`src/rtl/s128alu_pkg.sv`:
```
// Shared types and codes for the signed 128-bit integer ALU.
// No dependencies; every file of the block but s128alu_if imports this package.
package s128alu_pkg;

    localparam int FULL_BITS = 128;

    typedef enum logic [3:0] {
        OP_ADD = 4'd0,
        OP_SUB = 4'd1,
        OP_MUL = 4'd2,
        OP_DIV = 4'd3,
        OP_MOD = 4'd4,
        OP_AND = 4'd5,
        OP_OR  = 4'd6,
        OP_XOR = 4'd7,
        OP_NOT = 4'd8,
        OP_NEG = 4'd9,
        OP_SHL = 4'd10,
        OP_SAR = 4'd11,
        OP_ROL = 4'd12,
        OP_ROR = 4'd13,
        OP_CMP = 4'd14
    } op_t;

    typedef enum logic [1:0] {
        ST_OK   = 2'd0,
        ST_OVF  = 2'd1,
        ST_DIVZ = 2'd2
    } status_t;

    localparam logic signed [1:0] ORD_LESS    = 2'sb11;
    localparam logic signed [1:0] ORD_EQUAL   = 2'sb00;
    localparam logic signed [1:0] ORD_GREATER = 2'sb01;

    typedef struct packed {
        op_t                  op;
        logic                 na;
        logic                 nb;
        logic                 min_by_m1;
        logic                 b_zero;
        logic [FULL_BITS-1:0] res;
        logic [1:0]           order;
        status_t              status;
    } ctl_t;

endpackage

```
`src/rtl/s128alu_finish.sv`:
```
// Output stage: applies signs and overflow rules to the chain's product or
// quotient and remainder, and holds the result item. Uses s128alu_pkg.
module s128alu_finish #(
    parameter int OPERAND_BITS = 128
) (
    input  logic                      clk,
    input  logic                      rst_n,
    input  logic                      en,
    input  logic                      in_valid,
    input  s128alu_pkg::ctl_t         in_ctl,
    input  logic [OPERAND_BITS-1:0]   in_x,
    input  logic [2*OPERAND_BITS-1:0] in_acc,
    output logic                      out_valid,
    output logic [127:0]              out_res,
    output logic [127:0]              out_rem,
    output logic [1:0]                out_order,
    output logic [1:0]                out_status
);
    import s128alu_pkg::*;

    localparam int W = OPERAND_BITS;
    localparam logic [2*W-1:0] POW = {{W{1'b0}}, 1'b1, {(W-1){1'b0}}};

    function automatic logic [FULL_BITS-1:0] sx(input logic [W-1:0] v);
        sx = FULL_BITS'($signed(v));
    endfunction

    logic                 neg_q;
    logic [W-1:0]         low, mres, q, r;
    logic [FULL_BITS-1:0] res, rem;
    status_t              status;

    logic                 valid_reg;
    logic [FULL_BITS-1:0] res_reg, rem_reg;
    logic [1:0]           order_reg;
    status_t              status_reg;

    assign neg_q = in_ctl.na != in_ctl.nb;
    assign low   = in_acc[W-1:0];
    assign mres  = neg_q ? -low : low;
    assign q     = neg_q ? -in_x : in_x;
    assign r     = in_ctl.na ? -low : low;

    always_comb
    begin
        res    = in_ctl.res;
        rem    = '0;
        status = in_ctl.status;
        unique case (in_ctl.op)
            OP_MUL:
            begin
                res    = sx(mres);
                status = ((|in_acc[2*W-1:W-1]) && !(neg_q && in_acc == POW)) ? ST_OVF : ST_OK;
            end
            OP_DIV, OP_MOD:
            begin
                if (in_ctl.b_zero)
                begin
                    res    = '0;
                    status = ST_DIVZ;
                end
                else
                begin
                    rem = sx(r);
                    if (in_ctl.op == OP_DIV)
                    begin
                        res    = sx(q);
                        status = in_ctl.min_by_m1 ? ST_OVF : ST_OK;
                    end
                    else
                    begin
                        res    = sx(r);
                        status = ST_OK;
                    end
                end
            end
            default: res = in_ctl.res;
        endcase
    end

    always_ff @(posedge clk or negedge rst_n)
    begin
        if (!rst_n)
            valid_reg <= 1'b0;
        else if (en)
            valid_reg <= in_valid;
    end

    always_ff @(posedge clk)
    begin
        if (en)
        begin
            res_reg    <= res;
            rem_reg    <= rem;
            order_reg  <= in_ctl.order;
            status_reg <= status;
        end
    end

    assign out_valid  = valid_reg;
    assign out_res    = res_reg;
    assign out_rem    = rem_reg;
    assign out_order  = order_reg;
    assign out_status = status_reg;
endmodule

```
`config.mk`:
```
export PLATFORM = sky130hd
export DESIGN_NAME = s128alu_finish
export DESIGN_NICKNAME = d
export VERILOG_FILES = /design/src/rtl/s128alu_pkg.sv /design/src/rtl/s128alu_finish.sv
export SDC_FILE = /design/constraint.sdc
export NUM_CORES = 1
export LEC_CHECK = 0
export BUFFER_PORTS_ARGS = -buffer_cell sky130_fd_sc_hd__buf_2
export CORE_AREA = 2 2 311 313
export CTS_CLUSTER_DIAMETER = 30
export DETAILED_ROUTE_END_ITERATION = 10
export DIE_AREA = 0 0 313 315
export GPL_ROUTABILITY_DRIVEN = 0
export PLACE_DENSITY = 0.41
export SLEW_MARGIN = 10
export SYNTH_ARGS = -nofsm -noshare
export SYNTH_HDL_FRONTEND = slang
export SYNTH_SLANG_ARGS = --single-unit
```
`constraint.sdc`:
```
create_clock -name clk -period 1.3 [get_ports clk]
set_input_delay 0.065 -clock clk [delete_from_list [all_inputs] [get_ports clk]]
set_output_delay 0.065 -clock clk [all_outputs]
set_load 0.005 [all_outputs]
```
==> reports/metrics.yaml <==
status: "finished, violations left"
violations: "hold timing, setup timing"
die_h_um: 315
syn_area_um2: 21500
fmax_mhz: 402
syn_nets: 3072
via_count: 30930
synth_ff_type: "edfxtp_1"
drt_iter0_drc: 2706
m1WireLength_mm: 66.9
min_period_ns: 2.49
dieArea_um2: 98600
ys_seq_area_frac: 0.365
slew_headroom: 0.492
start_util: 0.224
power_density_nw_per_um2: 890
viasPerCell: 5.17
tightest_slew_ns: 0.757
dr_wl_met3_mm: 14.0
grt_max_degree: 53
crit_path_end_kind: "register"
core-area_um2: 95700
fillerInstances: 9174
fin_crit_sh: 1.91
placed_area_um2: 35900
cts_root_buf: "clkbuf_16"
peakVddDrop_v: 0.000822
first_pass_iters: 8
report.final.setup_viol: 278
slew_viol_final: 0
portBuffers: 788
critPathSlowestCell: "or4_4"
drc: 0
top_layer: "met5"
drt-total-wl_mm: 161
multi_input_area_um2: 18000
crit_path_start_kind: "primary input"
fin_area_um2: 46800
p_leak_nw: 19.7
synth_enable_flop_cells: 260
synthArstFlopShare: 0.00383
grt_overflow: 0
clockBufferDepth: 3
syn_to_final_growth_pct: 118
synth_warnings: 0
layout_common_cells: "949 x buf_4, 766 x buf_2, 262 x nor2_1"
wl_per_cell_um: 27.0
antenna_found_initial: 44
nets: 5153
cts_buffers: 80
grt_usage: 0.312
top_level_ports: 789
path_buf_inv: 2
htree_levels: 3
seq_area_um2: 7830
dp_hpwl_mm: 129
hold_viol: 1
synth.distinct_cells: 90
fin_util: 0.489
min_path_type: "primary input to register"
cp_cell_sequence: "buf_6, or4_4, or4_4, or3_4, buf_6, o41ai_4, xor2_1, nor2_1, o221ai_2, o211ai_1"
cap_violations: 0
path_clk_slew_ns: 0.04
grt_first_pass_wirelength_mm: 220
layout_setup_ws_ns: -1.19
critical_path.top_delay_family: "simple AND/OR/NAND/NOR gates"
grt_pass1_vias: 30376
cp_slowest_stage_delay_ns: 0.58
fp.dieW_um: 313
required_ns: 1.69
avgSynthCellArea_um2: 8.44
cts_sinks: 261
rrSetupSlack_ns: -0.01
fp-row-count: 114
ant_nets: 0
clkLatencyLatePin_ns: 0.63
critPathArrivalTime_ns: 2.88
syn_inst: 2542
rsz0062_at_grt: "yes"
path_class: "primary input to register"
met2_length_mm: 71.9
synth-seq-cells: 261
cp_max_fo: 3
drive_above_1_share: 0.604
hold_slack_ns: -0.0231
cts_tree: "built"
fin_skew_ns: 0
layout_commonest_cell: "buf_4"
finalSetupTns_ns: -193.88
metal layers:
metal	vias up	GRT usage
met5	-	0
met3	424	0.0717
met2	1540	0.486
li1	13824	-
met4	52	0.143
met1	15090	0.409
synth_stat cells, types with 12 or more instances:
cell type  instances  area [um2]
a221o_1           26         260
nand4_1           48         300
nor2_1           333        1250
o21ai_1           12        60.1
xnor2_1          126        1100
and2_1            15        93.8
nor3_1           114         571
o31ai_1           40         300
or4_1             54         405
o21ai_0          154         771
a21oi_1          118         591
nand3_1           68         340
a31oi_1           49         307
a221oi_1          14         123
o211ai_1          20         150
edfxtp_1         260        7810
nand2b_1          13        81.3
or3_1             54         338
nand2_1          229         860
clkbuf_1         163         612
xor2_1           196        1720
a22oi_1           46         345
o22ai_1           30         188
nor4_1            99         619
and3_1            14        87.6
o41ai_1           20         175
buf_1             18        67.6
a211o_1           15         131
metrics by stage:
stage,cells,power (mW),hold slack [ns],worst slack (ns)
2_1_floorplan,2542,13.8,-0.231,-1.59
3_3_place_gp,5463,19.8,-0.160,-2.03
3_5_place_dp,5463,19.8,-0.158,-2.05
4_1_cts,5891,41.0,0.000356,-1.14
5_1_grt,5975,42.8,0.0317,-1.23
6_report,5980,41.7,-0.0231,-1.19
cells by family (layout without fill, tap and decap cells):
group,count (synthesis),count (layout),share of synthesized area
AOI/OAI and AO/OA,615,615,0.189
and+or+nand+nor,1125,1125,0.270
other,0,16,0
xor gates and xnor gates,323,323,0.132
muxes,11,11,0.00531
adders and majority gates,2,2,0.00117
DFF,261,261,0.365
buffers and inverters,205,2351,0.0376
power breakdown:
group / switching (mW) / internal [mW] / leakage, nW / total (mW)
registers: 0.368 / 10.1 / 2.52 / 10.4
logic: 6.02 / 5.27 / 15.9 / 11.3
clock network: 6.47 / 13.5 / 1.26 / 19.9
what timing repair did:
action | CTS | global route
pin swaps | 260 | 335
hold endpoints to repair | 214 | 0
setup endpoints to repair | 299 | 290
buffers inserted | 107 | 116
gates resized for setup | 532 | 484
hold buffers | 203 | 0
path summary, 6_finish.rpt:
check                                       from                   endpoint  cells after the start
hold reg to reg            out_valid$_DFFE_PN0P_      out_valid$_DFFE_PN0P_                      2
setup reg to reg           out_valid$_DFFE_PN0P_      out_valid$_DFFE_PN0P_                      2
min in group asynchronous                  rst_n      out_valid$_DFFE_PN0P_                      3
hold / removal                        in_acc[74]  out_rem[74]$_SDFFCE_PP0P_                      4
setup / recovery                       in_acc[6]     out_res[104]$_DFFE_PP_                     10
max in group asynchronous                  rst_n      out_valid$_DFFE_PN0P_                      3
registers in the layout (all words and copies together) (netlist names):
register,flops
out_res,128
out_status,2
out_rem,128
out_order,2
out_valid,1
worst reg2reg max path: cells and delay by family, from the launching register on:
kind / cells / cell delay (ns)
DFF: 1 / 0.37
buffers and inverters: 1 / 0.56
muxes: 1 / 0.25
final cells by class:
cell class / count / share of cell area
diodes: 16 / 0.000855
clock inverters: 56 / 0.0140
flip-flops and latches: 261 / 0.167
well taps: 1276 / 0.0341
multi-input cells: 2076 / 0.384
clock buffers: 91 / 0.0436
inverters: 10 / 0.000962
repair buffers: 2194 / 0.355
(Power assumes the default switching activity.)
