<file path="config.mk">
export PLATFORM = sky130hd
export DESIGN_NAME = s128alu_cell
export DESIGN_NICKNAME = d
export VERILOG_FILES = /design/src/rtl/s128alu_pkg.sv /design/src/rtl/s128alu_cell.sv
export SDC_FILE = /design/constraint.sdc
export NUM_CORES = 1
export LEC_CHECK = 0
export BUFFER_PORTS_ARGS = -buffer_cell sky130_fd_sc_hd__clkbuf_2
export CORE_AREA = 2 2 503 505
export CTS_BUF_LIST = sky130_fd_sc_hd__clkbuf_4
export CTS_CLUSTER_SIZE = 8
export DETAILED_ROUTE_END_ITERATION = 10
export DIE_AREA = 0 0 505 507
export PLACE_DENSITY = 0.41
export SLEW_MARGIN = 20
export SYNTH_ARGS = -nofsm -noshare
export SYNTH_HDL_FRONTEND = slang
export SYNTH_SLANG_ARGS = --single-unit
export TNS_END_PERCENT = 10
</file>
<file path="constraint.sdc">
create_clock -name clk -period 0.94 [get_ports clk]
set_input_delay 0.047 -clock clk [delete_from_list [all_inputs] [get_ports clk]]
set_output_delay 0.047 -clock clk [all_outputs]
set_load 0.005 [all_outputs]
</file>
<file path="src/rtl/s128alu_pkg.sv">
// Shared types and codes for the signed 128-bit integer ALU.
// No dependencies; every file of the block but s128alu_if imports this package.
package s128alu_pkg;

    localparam int FULL_BITS = 128;

    typedef enum logic [3:0] {
        OP_ADD = 4'd0,
        OP_SUB = 4'd1,
        OP_MUL = 4'd2,
        OP_DIV = 4'd3,
        OP_MOD = 4'd4,
        OP_AND = 4'd5,
        OP_OR  = 4'd6,
        OP_XOR = 4'd7,
        OP_NOT = 4'd8,
        OP_NEG = 4'd9,
        OP_SHL = 4'd10,
        OP_SAR = 4'd11,
        OP_ROL = 4'd12,
        OP_ROR = 4'd13,
        OP_CMP = 4'd14
    } op_t;

    typedef enum logic [1:0] {
        ST_OK   = 2'd0,
        ST_OVF  = 2'd1,
        ST_DIVZ = 2'd2
    } status_t;

    localparam logic signed [1:0] ORD_LESS    = 2'sb11;
    localparam logic signed [1:0] ORD_EQUAL   = 2'sb00;
    localparam logic signed [1:0] ORD_GREATER = 2'sb01;

    typedef struct packed {
        op_t                  op;
        logic                 na;
        logic                 nb;
        logic                 min_by_m1;
        logic                 b_zero;
        logic [FULL_BITS-1:0] res;
        logic [1:0]           order;
        status_t              status;
    } ctl_t;

endpackage

</file>
<file path="src/rtl/s128alu_cell.sv">
// One cell of the chain: a shift-add multiply step or a restoring divide step
// on one operand bit, passing the item on to the next cell. Uses s128alu_pkg.
module s128alu_cell #(
    parameter int OPERAND_BITS = 128
) (
    input  logic                      clk,
    input  logic                      rst_n,
    input  logic                      en,
    input  logic                      in_valid,
    input  s128alu_pkg::ctl_t         in_ctl,
    input  logic [OPERAND_BITS-1:0]   in_x,
    input  logic [OPERAND_BITS-1:0]   in_y,
    input  logic [2*OPERAND_BITS-1:0] in_acc,
    output logic                      out_valid,
    output s128alu_pkg::ctl_t         out_ctl,
    output logic [OPERAND_BITS-1:0]   out_x,
    output logic [OPERAND_BITS-1:0]   out_y,
    output logic [2*OPERAND_BITS-1:0] out_acc
);
    import s128alu_pkg::*;

    localparam int W = OPERAND_BITS;

    logic [W:0]     part, trial;
    logic           fits, is_div;
    logic [2*W-1:0] addend, prod_next, acc_next;
    logic [W-1:0]   x_next;

    logic           valid_reg;
    ctl_t           ctl_reg;
    logic [W-1:0]   x_reg, y_reg;
    logic [2*W-1:0] acc_reg;

    assign part      = {in_acc[W-1:0], in_x[W-1]};
    assign fits      = part >= {1'b0, in_y};
    assign trial     = part - {1'b0, in_y};
    assign addend    = in_x[W-1] ? {{W{1'b0}}, in_y} : '0;
    assign prod_next = {in_acc[2*W-2:0], 1'b0} + addend;
    assign is_div    = (in_ctl.op == OP_DIV) || (in_ctl.op == OP_MOD);

    always_comb
    begin
        if (is_div)
        begin
            x_next   = {in_x[W-2:0], fits};
            acc_next = {{W{1'b0}}, fits ? trial[W-1:0] : part[W-1:0]};
        end
        else
        begin
            x_next   = {in_x[W-2:0], 1'b0};
            acc_next = prod_next;
        end
    end

    always_ff @(posedge clk or negedge rst_n)
    begin
        if (!rst_n)
            valid_reg <= 1'b0;
        else if (en)
            valid_reg <= in_valid;
    end

    always_ff @(posedge clk)
    begin
        if (en)
        begin
            ctl_reg <= in_ctl;
            x_reg   <= x_next;
            y_reg   <= in_y;
            acc_reg <= acc_next;
        end
    end

    assign out_valid = valid_reg;
    assign out_ctl   = ctl_reg;
    assign out_x     = x_reg;
    assign out_y     = y_reg;
    assign out_acc   = acc_reg;
endmodule

</file>
==> impl_metrics.json, run 1 <==
{
  "crit_buf_inv": 7,
  "cts_root_buffer": "clkbuf_4",
  "drt_iter0_markers": 5548,
  "reg2reg_from": "out_valid$_DFFE_PN0P_",
  "combinationalPowerShare": 0.407,
  "drtPass1Iterations": 6,
  "postPlaceCellArea_sq_um": 71700,
  "fin_tns_setup_ps": -1444010,
  "seq_area_frac_synth": 0.439,
  "synth_edf_count": 652,
  "multiInputGateArea_sq_um": 27800,
  "clock_path_buffers": 4,
  "worst_slew_margin_rel": 0.215,
  "cts_sinks": 653,
  "nFillCells": 26200,
  "met1_usage": 0.343,
  "cp-startpoint": "in_x[127]",
  "finalSetupViolations": 1564,
  "grt_max_degree": 45,
  "clock_skew_ps": 0,
  "synth_mux_area_frac": 0.00364,
  "r2r_cells": 1,
  "io_buffer_count": 1307,
  "synth_top_flop_cell": "edfxtp_1",
  "die-area_sq_um": 256000,
  "critical-path-top-delay-family": "simple AND/OR/NAND/NOR gates",
  "seq_area_sq_um": 19600,
  "violations": "negative hold slack, negative setup slack",
  "area_growth_pct": 108,
  "hp-class": "in2reg",
  "core_sq_um": 250000,
  "status": "finished, violations left",
  "min_path_cells": 1,
  "wl_per_cell_microns": 30.3,
  "period_needed_ps": 3580,
  "die_h_microns": 507,
  "grtUsageMet3": 0.0593,
  "rows": 184,
  "initial_core_util": 0.178,
  "rsz0062_at_grt": "yes",
  "regToRegEndpoint": "out_valid$_DFFE_PN0P_",
  "viasPerCell": 4.70,
  "critPathArrivalTime_ps": 4680,
  "critPathLaunchType": "input pin",
  "syn_area_sq_um": 44600,
  "cts.clk_slew.worst_paths_ps": 60,
  "p_int_w": 0.0726,
  "synth_fa_ha_area_frac": 0.0727,
  "max_stage_delay_ps": 590,
  "grt_pass1_wl_microns": 524000,
  "critPathKind": "in2reg",
  "die_x_microns": 505,
  "busiest_layer": "met2",
  "p_per_area_nw_per_um2": 1230,
  "grt_pass1_vias": 62500,
  "grt_use_total": 0.297,
  "worstMarginPinSlew_ps": 1170,
  "holdPathEnd": "out_y[50]$_DFFE_PP_",
  "timing.max_cap.violations": 0,
  "syn_avg_cell_area_sq_um": 9.12,
  "final_cell_area_sq_um": 92900,
  "synth_cells": 4895,
  "fin_cells": 13300,
  "async_reset_ff_frac": 0.00153,
  "cts_buffers": 210,
  "met2_usage": 0.485,
  "remaining_drc_errors": 0,
  "vias": 62200,
  "ff2ff_setup_slack_ps": 180,
  "synth.distinct_cells": 79,
  "postRouteAntennaNets": 0,
  "synth_top_family_by_area": "compound AO/OA/AOI/OAI gates",
  "p_sw_frac": 0.365,
  "boundaryPins": 1309,
  "synth_xor_xnor_area_share": 0.0671,
  "hpwl_microns": 335000,
  "cp-end-kind": "flip-flop",
  "antenna_found_initial": 158,
  "path_cells": "clkbuf_16 > clkinv_16 > buf_16 > buf_16 > nor2_4 > ha_4 > nand4_1 > or3_4 > or4_4 > nor2_4 > o211ai_1 > buf_4 > a21o_4 > a21oi_4 > o31ai_4 > a2111oi_4 > buf_4 > nand3_4 > buf_6 > or3_1 > a21oi_2",
  "critPathMaxFanout": 7,
  "synth_fp_nets": 5809,
  "hp-start": "in_y[50]",
  "slew_viol_final": 0,
  "drive_gt1_frac": 0.467,
  "routabilityCongestion": 1.03,
  "synth-simple-area-share": 0.186,
  "ir_drop_mv": 0.903,
  "cp.required_ps": 2040,
  "post-place-cells": 11500,
  "nets": 10600,
  "clkPwrFrac": 0.268,
  "synth-compound-area-share": 0.192,
  "wirelength_microns": 402000,
  "ys_ff_latch": 653,
  "clk_latency_ps": 1260,
  "p_sw_w": 0.0417,
  "fin_hold_ws_ps": -916,
  "power.share.sequential": 0.325,
  "ys.warnings.count": 0,
  "finalHoldViolCount": 164,
  "clock.fmax_mhz": 280,
  "cts_tree": "done",
  "cpMaxStageDelayCell": "or4_4",
  "fin_ws_ps": -2640,
  "gr-total-overflow": 0,
  "period_share": 3.80,
  "leakagePower_nw": 41.2,
  "cts_max_level": 4
}
==> cells by family after synthesis <==
logic type | count (synthesis)
multiplexers | 16
flip-flops | 653
adder cells (fa/ha/maj) | 258
AND/OR/NAND/NOR | 1781
buffers and inverters | 452
XOR/XNOR | 342
AO/OA/AOI/OAI | 1393
==> repair_timing <==
item,in CTS,in global routing
cloned,6,11
hold buffers,1199,129
setup buffers,48,104
setup endpoints to repair,910,1563
resized for setup,289,843
pin swaps,96,219
hold endpoints to repair,1306,268
==> worst max-delay path by stage <==
stage / end / depth (start not counted)
CTS: out_acc[197]$_SDFFCE_PN0P_ / 22
global route: out_acc[205]$_SDFFCE_PN0P_ / 23
floorplan: out_acc[229]$_SDFFCE_PN0P_ / 17
finish: out_acc[205]$_SDFFCE_PN0P_ / 21
global placement: out_acc[247]$_SDFFCE_PN0P_ / 22
detailed placement: out_acc[247]$_SDFFCE_PN0P_ / 22
==> registers in the layout, indices dropped and copies added (netlist names) <==
register / count
out_valid: 1
out_y: 128
out_ctl: 140
out_x: 128
out_acc: 256
==> per-layer routing <==
metal / vias up / part of all wire
met5: - / 0.00064
met4: 42 / 0.095
met3: 905 / 0.067
met2: 3020 / 0.46
met1: 30400 / 0.38
li1: 27900 / -
==> cell usage after synthesis, drive strengths merged, types with 16 or more instances <==
master | number | area [sq um]
nor2 | 565 | 2120
xnor2 | 206 | 1800
ha | 256 | 3200
a22oi | 20 | 150
o21a | 32 | 240
a21oi | 480 | 2410
o21ai | 331 | 1660
o31ai | 24 | 194
a21o | 144 | 1080
nor4 | 48 | 300
a31oi | 53 | 332
nor2b | 24 | 150
and3 | 47 | 294
nor3 | 96 | 485
buf | 30 | 141
nand4 | 195 | 1220
nand2b | 25 | 156
and4 | 25 | 219
edfxtp | 652 | 19600
a211oi | 23 | 173
xor2 | 136 | 1190
clkbuf | 209 | 790
o211ai | 72 | 541
and2 | 27 | 169
nand3 | 123 | 628
nand2 | 518 | 1950
inv | 213 | 800
or3 | 38 | 238
o21bai | 85 | 638
or2 | 16 | 100
==> final cells by class <==
cell class,instances,area share
Antenna cell,66,0.00178
Inverter,213,0.00908
Timing Repair Buffer,4817,0.405
Clock inverter,72,0.00407
Sequential cell,653,0.211
Clock buffer,297,0.0240
Multi-Input combinational cell,3790,0.300
Tap cell,3348,0.0451
==> power groups by stage <==
| stage | clock [W] | combinational [W] | sequential (W) |
|---|---|---|---|
| finish | 0.0306 | 0.0465 | 0.0371 |
| floorplan | 0 | 0.0120 | 0.0372 |
| global placement | 0 | 0.0374 | 0.0377 |
| CTS | 0.0317 | 0.0428 | 0.0371 |
| detailed placement | 0 | 0.0373 | 0.0377 |
| global route | 0.0331 | 0.0487 | 0.0373 |
==> per-stage QoR <==
stage	setup WS (ps)	power (W)	utilization
after floorplan	-2810	0.0492	-
after global placement	-4220	0.0751	0.286
after CTS	-2550	0.112	0.352
after global routing	-2590	0.119	0.370
final	-2640	0.114	0.371
after detailed placement	-4250	0.0749	0.286
==> cells in the final DEF, fill, tap and decap left out, drive strengths merged, types with 15 or more instances in the layout <==
cell type	count
o21ai	331
a31oi	53
and2	27
clkbuf	1594
or3	38
nand2b	25
buf	2306
nand4	195
o211ai	72
xnor2	206
diode	66
nand2	518
o21bai	85
nand3	123
xor2	136
or2	16
nor2	565
inv	216
and4	25
nor4	48
o31ai	24
a211oi	23
nor3	96
a21o	144
a21boi	15
a21oi	480
and3	47
ha	256
o21a	32
edfxtp	652
dlygate4sd3	1205
clkinv	65
a22oi	20
nor2b	24
Note: power is estimated with default switching activity, not from simulation.
==> inputs of run 2 (changes only) <==
Settings changed: CORE_AREA 2 2 503 505 to 2 2 508 510, DIE_AREA 0 0 505 507 to 0 0 510 512, PLACE_DENSITY 0.41 to default.
==> impl_metrics.json, run 2 (same netlist as run 1, synthesis figures left out) <==
{
  "nets": 10600,
  "routabilityCongestion": 1.09,
  "reg2reg_from": "out_valid$_DFFE_PN0P_",
  "period_share": 3.38,
  "drt_iter0_markers": 6147,
  "fin_ws_ps": -2230,
  "grt_pass1_wl_microns": 534000,
  "die-area_sq_um": 261000,
  "fin_hold_ws_ps": -988,
  "drive_gt1_frac": 0.456,
  "hp-class": "in2reg",
  "worstMarginPinSlew_ps": 885,
  "wirelength_microns": 416000,
  "cp.required_ps": 1970,
  "ir_drop_mv": 0.982,
  "vias": 62900,
  "cts_root_buffer": "clkbuf_4",
  "boundaryPins": 1309,
  "clock_path_buffers": 4,
  "crit_path_frequent_cell": "buf_12",
  "finalSetupViolations": 1565,
  "violations": "negative hold slack, negative setup slack",
  "initial_core_util": 0.174,
  "rsz0062_at_grt": "yes",
  "clk_latency_ps": 1220,
  "layout_common_cells": "buf_4, clkbuf_2, dlygate4sd3_1, edfxtp_1, nor2_1",
  "postRouteAntennaNets": 0,
  "drtPass1Iterations": 5,
  "status": "finished, violations left",
  "cpMaxStageDelayCell": "fa_2",
  "die_h_microns": 512,
  "final_common_cell": "buf_4",
  "clock_skew_ps": 0,
  "die_x_microns": 510,
  "fin_util": 0.360,
  "grt_use_total": 0.304,
  "cp-startpoint": "in_x[127]",
  "leakagePower_nw": 40.9,
  "cts_max_level": 4,
  "area_growth_pct": 106,
  "critPathMaxFanout": 7,
  "grt_max_degree": 39,
  "cts_sinks": 653,
  "period_needed_ps": 3170,
  "critPathArrivalTime_ps": 4200,
  "slew_viol_final": 0,
  "max_stage_delay_ps": 370,
  "wl_per_cell_microns": 31.4,
  "gr-total-overflow": 0,
  "core_sq_um": 256000,
  "hpwl_microns": 335000,
  "io_buffer_count": 1307,
  "rows": 186,
  "largest_reg_flops": 256,
  "finalHoldViolCount": 229,
  "cts_buffers": 200,
  "critPathKind": "in2reg",
  "grt_pass1_vias": 60800,
  "hp-start": "in_y[79]",
  "timing.max_cap.violations": 0,
  "nFillCells": 26300,
  "cts_tree": "done",
  "worst_slew_margin_rel": 0.408,
  "remaining_drc_errors": 0,
  "cts.clk_slew.worst_paths_ps": 70,
  "cp-end-kind": "flip-flop",
  "critPathLaunchType": "input pin",
  "p_per_area_nw_per_um2": 1230,
  "antenna_found_initial": 161,
  "clock.fmax_mhz": 315,
  "viasPerCell": 4.75
}
run 2: repair_timing:
action | CTS | global route
endpoints found under the setup margin | 910 | 1563
hold buffers | 1133 | 111
hold endpoints to repair | 1306 | 285
gates resized for setup | 406 | 514
setup buffers | 38 | 84
pin swaps | 141 | 204
gates cloned | 6 | 4
run 2: area by class of cell:
cell class	instances	area, sq um	share of cell area
Clock buffer	269	2020	0.0219
Inverter	213	847	0.00921
Timing Repair Buffer	4819	37600	0.409
Tap cell	3384	4230	0.0460
Clock inverter	74	383	0.00416
Antenna cell	50	125	0.00136
Multi-Input combinational cell	3790	27100	0.295
Sequential cell	653	19600	0.213
Timing Repair inverter	3	66.3	0.000721
run 2: power by group:
| group | internal [W] | switching (W) | leakage, nW |
|---|---|---|---|
| clock | 0.0136 | 0.0159 | 1.44 |
| sequential | 0.0355 | 0.00157 | 6.39 |
| combinational | 0.0215 | 0.0255 | 33.1 |
run 2: metal layers:
layer	track usage	vias to the layer above	routed length [microns]
li1	-	27800	-
met1	0.331	30300	149000
met2	0.482	3643	184000
met3	0.0890	1123	37000
met4	0.262	66	45100
met5	0	-	429
run 2: path summary, 6_finish.rpt:
check,cells after the start,end,slack (ps)
max,25,out_acc[171]$_SDFFCE_PN0P_,-2230
min,1,out_y[79]$_DFFE_PP_,-990
max reg2reg,1,out_valid$_DFFE_PN0P_,190
min reg2reg,1,out_valid$_DFFE_PN0P_,530
max in group asynchronous,5,out_valid$_DFFE_PN0P_,90
min in group asynchronous,5,out_valid$_DFFE_PN0P_,750
run 2: metrics by stage:
stage | setup slack [ps] | area [sq um] | total power, W | TNS [ps] | cells
CTS | -1940 | 88100 | 0.111 | -1444540 | 13000
detailed placement | -4120 | 72100 | 0.0754 | -1007560 | 11500
global route | -2240 | 92000 | 0.118 | -1542390 | 13200
floorplan | -2810 | 45000 | 0.0492 | -618550 | 4895
global placement | -4090 | 72100 | 0.0756 | -1001000 | 11500
finish | -2230 | 92000 | 0.114 | -1481970 | 13300
run 2: worst max-delay path: cells and delay by family:
kind	cells	cell delay [ps]
compound gates	8	1640
buf+inv	10	1480
fa+ha+maj	2	530
simple gates	4	260
xor+xnor	1	160
